**config.mk**
```make
export PLATFORM = sky130hd
export DESIGN_NAME = lphi_ram
export DESIGN_NICKNAME = d
export VERILOG_FILES = /design/src/sv/lphi_ram.sv
export SDC_FILE = /design/constraint.sdc
export NUM_CORES = 1
export LEC_CHECK = 0
export BUFFER_PORTS_ARGS = -buffer_cell sky130_fd_sc_hd__buf_4
export CAP_MARGIN = 25
export CELL_PAD_IN_SITES_DETAIL_PLACEMENT = 1
export CELL_PAD_IN_SITES_GLOBAL_PLACEMENT = 1
export CORE_AREA = 2 2 102 104
export DETAILED_ROUTE_END_ITERATION = 12
export DIE_AREA = 0 0 104 106
export PLACE_DENSITY_LB_ADDON = 0.1
export SLEW_MARGIN = 20
export SYNTH_ARGS = -nofsm -noshare
export SYNTH_HDL_FRONTEND = slang
export SYNTH_SLANG_ARGS = --single-unit
```
**constraint.sdc**
```tcl
create_clock -name clk -period 2 [get_ports clk]
set_input_delay 0.1 -clock clk [delete_from_list [all_inputs] [get_ports clk]]
set_output_delay 0.1 -clock clk [all_outputs]
set_load 0.03 [all_outputs]
```
**src/sv/lphi_ram.sv**
```systemverilog
// generic single write port ram with registered read
module lphi_ram #(
  parameter int WIDTH = 8,
  parameter int DEPTH = 16
) (
  input  logic                                      clk,
  input  logic                                      we,
  input  logic [((DEPTH > 1) ? $clog2(DEPTH) : 1)-1:0] waddr,
  input  logic [WIDTH-1:0]                          wdata,
  input  logic [((DEPTH > 1) ? $clog2(DEPTH) : 1)-1:0] raddr,
  output logic [WIDTH-1:0]                          rdata
);
  logic [WIDTH-1:0] mem [DEPTH];

  // write and registered read
  always_ff @(posedge clk) begin
    if (we) begin
      mem[waddr] <= wdata;
    end
    rdata <= mem[raddr];
  end
endmodule

```
---- After elaboration in Yosys (flattened, before gate mapping) ----
Memories as Yosys holds them, arrays and structs flattened. A register that Yosys moved wholly into a read port is not among the register bits.
Cells that the tools add are included.
Widths: inputs -> output; s select.
cells by class
  mux-type cells .......................... 2
operators with widths
  cell    count
  $mux 1  2
storage, ports and cells
  bits in registers ....................... 0
  RAM bits ................................ 128
  input bits .............................. 18
  logic and storage cells ................. 3
  memories kept ........................... 1
memory list
  memory  words  width  read ports  clocked after memory_dff  wr ports  line  text
  mem     16     8      1           1                         1         13    logic [WIDTH-1:0] mem [DEPTH];

---- Depth between registers and ports, before layout ----
Gate-level depths: netlist (run 1).
  depth after elaboration ................. 2
  mapped depth ............................ 5

---- Worst setup path before layout (run 1) ----
Ideal clock, no wire load.
  path type ............................... in2reg
  start point ............................. input waddr[2] (netlist name)
  end point ............................... memory mem[0][0] (enable)
  setup time .............................. 0.383 ns
  arrival ................................. 1.210 ns
  setup slack ............................. 0.407 ns
  stages on the path ...................... 2
  buffers on the path ..................... 0
  cells stage by stage .................... or3b_2 nor3_1
RTL lines
  what             line  text
  start, declared  8     input logic [((DEPTH > 1) ? $clog2(DEPTH) : 1)-1:0] waddr,
  end, declared    13
Straight into the memory's write port.

==> results.json, run 1 <==
{
  "drtIter0Drc": 136,
  "ant_nets": 0,
  "cp-start-kind": "flop",
  "chipWidth_um": 104,
  "dp.final_hpwl_um": 6400,
  "setup_ws_ns": 0.639,
  "synth_top_cell_by_area": "edfxtp_1",
  "rsz0062_at_grt": "no",
  "syn_area_sq_um": 5150,
  "finalCritPeriodShare_pct": 68.1,
  "grt_pass1_vias": 2691,
  "finalCriticalPeriod_ns": 1.36,
  "drcViolationCount": 0,
  "fp-row-count": 37,
  "r2r-start": "mem[6][1]",
  "yosys_register_bits": 136,
  "seq_area_sq_um": 4000,
  "synth_top_cell_area_share_pct": 74.7,
  "htreeDepth": 4,
  "cts_resized": 0,
  "cts_made_buffers": 17,
  "grt_pass1_wl_um": 15800,
  "dp_cells": 400,
  "irDropWorstVdd_mv": 0.513,
  "antenna_cells": 0,
  "coreArea_sq_um": 10000,
  "hold_depth": 4,
  "skew_ns": 0.00989,
  "maxCapViolations": 0,
  "ys_warn_count": 0,
  "power_frac_comb_pct": 5.6,
  "port_buffers": 25,
  "slew_headroom_pct": 61.2,
  "critical_path_depth": 3,
  "start_util_pct": 51.5,
  "r2r_cells": 3,
  "path_cells": "mux4_1 -> a22oi_1 -> nand2_1",
  "rr_endpoint": "rdata[1]",
  "wl_per_cell_um": 23.0,
  "slowest_stage": "mux4_1",
  "place_ws_ns": 0.463,
  "netlist_instances": 229,
  "p_seq_share_pct": 50.1,
  "grtUsageTotal_pct": 20.2,
  "hp-class": "in2reg",
  "cts_tree": "built",
  "crit_end": "rdata[1]",
  "swShare_pct": 20.1,
  "max_freq_mhz": 735,
  "gp_congestion": 0.710,
  "finalSetupTns_ns": 0,
  "yosysSeqAreaShare_pct": 77.8,
  "finalWirelength_um": 10100,
  "crit_start": "mem[6][1]",
  "cp-end-kind": "flop",
  "synth.area.top_cells": "edfxtp_1, mux4_2, mux4_1",
  "critical-path-top-delay-family": "multiplexers",
  "placed_area_sq_um": 5580,
  "finalHoldViolCount": 0,
  "crit_buf_inv": 0,
  "drive_gt1_share_pct": 30.6,
  "clk_latency_ns": 0.52,
  "fillCellCount": 873,
  "vias": 2478,
  "pwr_density_cell_nw_per_um2": 1030,
  "cts.clk_slew.worst_paths_ns": 0.06,
  "path_max_fanout": 1,
  "yosys.cell_types.count": 19,
  "maxSlewViolCount": 0,
  "multi_input_area_sq_um": 1060,
  "io_pins": 26,
  "clock-sinks": 136,
  "viasPerCell": 5.63,
  "power_frac_clock_pct": 44.3,
  "synth_area_per_cell_sq_um": 22.5,
  "power_leakage_nw": 2.13,
  "worst-slew-pin-transition_ns": 0.580,
  "final_cells": 440,
  "status": "finished, final reports clean",
  "p_int_mw": 5.11,
  "drtPass1Iterations": 4,
  "nets": 309,
  "r2r_slack_ns": 0.64,
  "worstSetupPathType": "reg2reg",
  "die_h_um": 106,
  "fin_area_sq_um": 6210,
  "clock_path_buffers": 2,
  "synth_nets": 247,
  "switching_power_mw": 1.29,
  "grt_overflow": 0,
  "die-area_sq_um": 11000,
  "grt_max_degree": 33,
  "crit_required_ns": 2.39,
  "grt_antenna_before_repair": 0,
  "slowest_delay_ns": 0.54,
  "cts-root-buf": "clkbuf_8",
  "setup_viol": 0,
  "syn2layout_area_growth_pct": 20.7,
  "worstPathArrival_ns": 1.75
}
-- state kept, by name, summed over array words and instances (netlist names) --
name	count
mem	128
rdata	8
-- per-stage QoR --
| stage | hold slack, ns | utilization (%) | total power [mW] |
|---|---|---|---|
| finish | 0.0764 | 62.1 | 6.40 |
| global route | 0.103 | 62.1 | 6.60 |
| CTS | 0.0508 | 62.1 | 6.46 |
| detailed placement | 0.416 | 55.8 | 3.62 |
| global placement | 0.398 | 55.8 | 3.60 |
| floorplan | 0.199 | - | 3.46 |
-- power by group through the flow --
stage	clock [mW]	combinational, mW	sequential [mW]
2_1_floorplan	0	0.162	3.30
3_3_place_gp	0	0.344	3.26
3_5_place_dp	0	0.352	3.26
4_1_cts	2.89	0.367	3.21
5_1_grt	3.00	0.391	3.21
6_report	2.84	0.361	3.20
-- layout by cell type, fill, tap and decap left out --
cell type and instances:
edfxtp_1 128, buf_4 44, mux4_2 18, a22oi_1 16
clkbuf_16 16, mux4_1 14, nor2_1 13, nand2_1 9
dlygate4sd3_1 8, dfxtp_1 8, clkbuf_8 5, nor3_1 4
clkinv_2 4, clkbuf_1 3, clkinvlp_4 3, nand3b_1 2
nand2b_1 2, nor2b_1 1, and2_1 1, and2b_1 1
nand3_1 1, or3b_2 1, bufinv_16 1, buf_12 1
-- layout make-up --
type,instances,area share [%]
repair buffers,53,6.93
clock buffers,24,7.73
clock inverters,8,1.17
flip-flops and latches,136,64.4
well taps,136,2.74
multi-input cells,83,17.0
-- repair_timing --
item,CTS,global route
setup buffers,0,0
hold endpoints to repair,128,0
hold buffers,8,0
-- worst min path at each step --
stage / startpoint / to / slack (ns)
after floorplan: wdata[0] / mem[0][0] / 0.20
after global placement: wdata[6] / mem[6][6] / 0.40
after detailed placement: wdata[6] / mem[6][6] / 0.42
after CTS: raddr[2] / rdata[3] / 0.05
after global routing: waddr[0] / mem[4][2] / 0.10
final: raddr[2] / rdata[3] / 0.08
-- cell usage after synthesis, drive strengths merged --
master and count:
a22oi 16, nand2 9, or3b 1, nand2b 2
nand3b 2, and2 1, dfxtp 8, mux4 32
buf 7, clkdlybuf4s25 3, nor3 4, nor2 13
nand3 1, nor2b 1, and2b 1, edfxtp 128
-- kinds of logic (layout without fill, tap and decap cells) --
| logic type | count (synthesis) | count (layout) | share of synthesized area (%) |
|---|---|---|---|
| flops | 136 | 136 | 77.8 |
| mux | 32 | 32 | 15.0 |
| simple gates | 35 | 35 | 3.18 |
| compound gates | 16 | 16 | 2.33 |
| buf+inv | 10 | 85 | 1.68 |
-- per-layer routing --
metal | global-route usage [%] | part of all wire (%) | routed length (um)
met5 | 0 | 0 | 0
met4 | 8.40 | 1.1 | 110
met3 | 4.41 | 3.7 | 377
met2 | 33.1 | 51 | 5200
met1 | 26.7 | 44 | 4450
-- worst reg2reg max path, delay by kind of cell, from the launching register on --
| family | cells | cell delay, ns |
|---|---|---|
| muxes | 1 | 0.54 |
| DFF | 1 | 0.37 |
| AOI/OAI and AO/OA | 1 | 0.24 |
| and+or+nand+nor | 1 | 0.09 |
(Power assumes the default switching activity.)
==> run 2: changes to the inputs <==
--- a/config.mk
+++ b/config.mk
@@ -5,13 +5,14 @@
 export SDC_FILE = /design/constraint.sdc
 export NUM_CORES = 1
 export LEC_CHECK = 0
+export ABC_AREA = 1
 export BUFFER_PORTS_ARGS = -buffer_cell sky130_fd_sc_hd__buf_4
 export CAP_MARGIN = 25
 export CELL_PAD_IN_SITES_DETAIL_PLACEMENT = 1
 export CELL_PAD_IN_SITES_GLOBAL_PLACEMENT = 1
-export CORE_AREA = 2 2 102 104
+export CORE_AREA = 2 2 118 120
 export DETAILED_ROUTE_END_ITERATION = 12
-export DIE_AREA = 0 0 104 106
+export DIE_AREA = 0 0 120 122
 export PLACE_DENSITY_LB_ADDON = 0.1
 export SLEW_MARGIN = 20
 export SYNTH_ARGS = -nofsm -noshare
==> constraint.sdc (replaced) <==
create_clock -name clk -period 1.2 [get_ports clk]
set_input_delay 0.06 -clock clk [delete_from_list [all_inputs] [get_ports clk]]
set_output_delay 0.06 -clock clk [all_outputs]
set_load 0.03 [all_outputs]
==> results.json, run 2 <==
{
  "wl_per_cell_um": 18.8,
  "gp_congestion": 0.841,
  "slew_headroom_pct": 77.3,
  "finalHoldViolCount": 0,
  "irDropWorstVdd_mv": 1.09,
  "grt_max_degree": 30,
  "synth_top_cell_area_share_pct": 66.7,
  "placed_area_sq_um": 6340,
  "drive_gt1_share_pct": 13.7,
  "start_util_pct": 42.7,
  "pwr_density_cell_nw_per_um2": 1650,
  "drcViolationCount": 0,
  "finalWirelength_um": 15000,
  "cts_made_buffers": 17,
  "syn_area_sq_um": 5770,
  "yosysSeqAreaShare_pct": 69.4,
  "cp-end-kind": "flop",
  "synth_commonest_cells": "nand2_1, edfxtp_1, inv_1, nand3_1, nor2_1",
  "reg_top3": "mem x128, rdata x8",
  "clock-sinks": 136,
  "power_leakage_nw": 3.03,
  "grt_antenna_before_repair": 0,
  "die-area_sq_um": 14600,
  "grtUsageTotal_pct": 22.2,
  "die_h_um": 122,
  "grt_overflow": 0,
  "nets": 625,
  "viasPerCell": 4.89,
  "synth_flop_cell": "edfxtp_1",
  "htreeDepth": 4,
  "path_cells": "inv_1 -> nand2_1 -> nand3_1 -> nand3_1 -> nand3_1 -> nand2_1",
  "drtIter0Drc": 238,
  "whs_ns": 0.00223,
  "cts.clk_slew.worst_paths_ns": 0.05,
  "port_buffers": 25,
  "dp.final_hpwl_um": 9660,
  "finalCritPeriodShare_pct": 88.6,
  "cp-start-kind": "flop",
  "yosys_register_bits": 136,
  "cts_setup_buffers": 0,
  "drtPass1Iterations": 4,
  "synth.area.top_cells": "edfxtp_1, nand2_1, nand3_1",
  "fp-row-count": 43,
  "crit_required_ns": 1.50,
  "syn2layout_area_growth_pct": 20.6,
  "synthArstFlopShare_pct": 0,
  "cts-root-buf": "clkbuf_16",
  "skew_ns": 0.00442,
  "slowest_delay_ns": 0.38,
  "grt_pass1_wl_um": 23300,
  "crit_buf_inv": 1,
  "antenna_cells": 0,
  "slowest_stage": "edfxtp_1",
  "synth_nets": 569,
  "cts_tree": "built",
  "fin_area_sq_um": 6960,
  "rsz0062_at_grt": "no",
  "synth_top_cell_by_area": "edfxtp_1",
  "coreArea_sq_um": 13500,
  "chipWidth_um": 120,
  "yosysMostFrequentCell": "nand2_1",
  "synth_area_per_cell_sq_um": 10.5,
  "setup_viol": 0,
  "worstPathArrival_ns": 1.37,
  "critical-path-top-delay-family": "simple AND/OR/NAND/NOR gates",
  "io_pins": 26,
  "grt_pass1_vias": 4101,
  "finalCriticalPeriod_ns": 1.06,
  "ys_warn_count": 0,
  "largest_reg_flops": 128,
  "clock_path_buffers": 2,
  "netlist_instances": 551,
  "crit_top_cell": "nand3_1",
  "hp-class": "in2reg",
  "maxSlewViolCount": 0,
  "finalSetupTns_ns": 0,
  "final_cell_mix": "nand2_1, edfxtp_1, inv_1, nand3_1, buf_4",
  "worst-slew-pin-transition_ns": 0.341,
  "clk_latency_ns": 0.42,
  "final_util_pct": 51.5,
  "path_max_fanout": 1,
  "vias": 3914,
  "yosys.cell_types.count": 12,
  "status": "finished, final reports clean",
  "synth_edf_count": 128,
  "layout_commonest_cell": "nand2_1",
  "max_freq_mhz": 941,
  "maxCapViolations": 0,
  "finalPower_mw": 11.5,
  "regMostFlops": "mem",
  "worstSetupPathType": "reg2reg",
  "ant_nets": 0
}
-- run 2: cell count changes after synthesis, sizes merged, moves of 2 or more --
cell           delta
nand3            +96
clkdlybuf4s25     -3
nand2b            -2
inv             +102
a22oi            -16
nand2           +164
buf              +17
nor2              +4
nor3              -4
mux4             -32
-- run 2: metal layers --
layer	track usage [%]	vias up	share of wire [%]
met5	0	-	0
met4	9.78	0	2.2
met3	4.63	19	4.1
met2	35.2	88	47
met1	29.7	1920	47
li1	-	1887	-
-- run 2: kinds of logic (layout without fill, tap and decap cells) --
family	Yosys count	after routing	share of synthesized area, %
DFF	136	136	69.4
buffers and inverters	126	195	9.52
and+or+nand+nor	289	289	21.0
-- run 2: worst reg2reg max path: cells and delay by family (launching register included) --
kind,cells,cell delay (ns)
simple gates,5,0.51
flops,1,0.38
buf+inv,1,0.07
-- run 2: final timing paths --
check	start	end	slack, ns	cells after the start
worst max-delay path	mem[8][3]	rdata[3]	0.14	6
worst min-delay path	wdata[2]	mem[3][2]	0.002	1
worst max register to register	mem[8][3]	rdata[3]	0.14	6
worst min register to register	mem[6][7]	rdata[7]	0.67	6
-- run 2: cell type report --
type / count / area, sq um
clock buffers: 20 / 437
repair buffers: 61 / 538
well taps: 180 / 225
multi-input cells: 289 / 1210
fillers: 1461 / 6550
clock inverters: 12 / 156
flip-flops and latches: 136 / 4000
inverters: 102 / 383
-- run 2: through the flow --
step                      cells  worst slack, ns
after floorplan             551            0.189
after global placement      766          -0.0186
after detailed placement    766          -0.0256
after CTS                   800            0.135
after global routing        800           0.0829
final                       800            0.137
-- run 2: power breakdown --
| part | switching (mW) | internal (mW) |
|---|---|---|
| Clock | 1.85 | 3.43 |
| Combinational | 0.546 | 0.278 |
| Sequential | 0.0407 | 5.31 |
| Total | 2.44 | 9.02 |
-- run 2: what timing repair did --
item | CTS | global route
hold buffers | 2 | 0
gates resized for setup | 0 | 0
endpoints found under the hold margin | 21 | 0
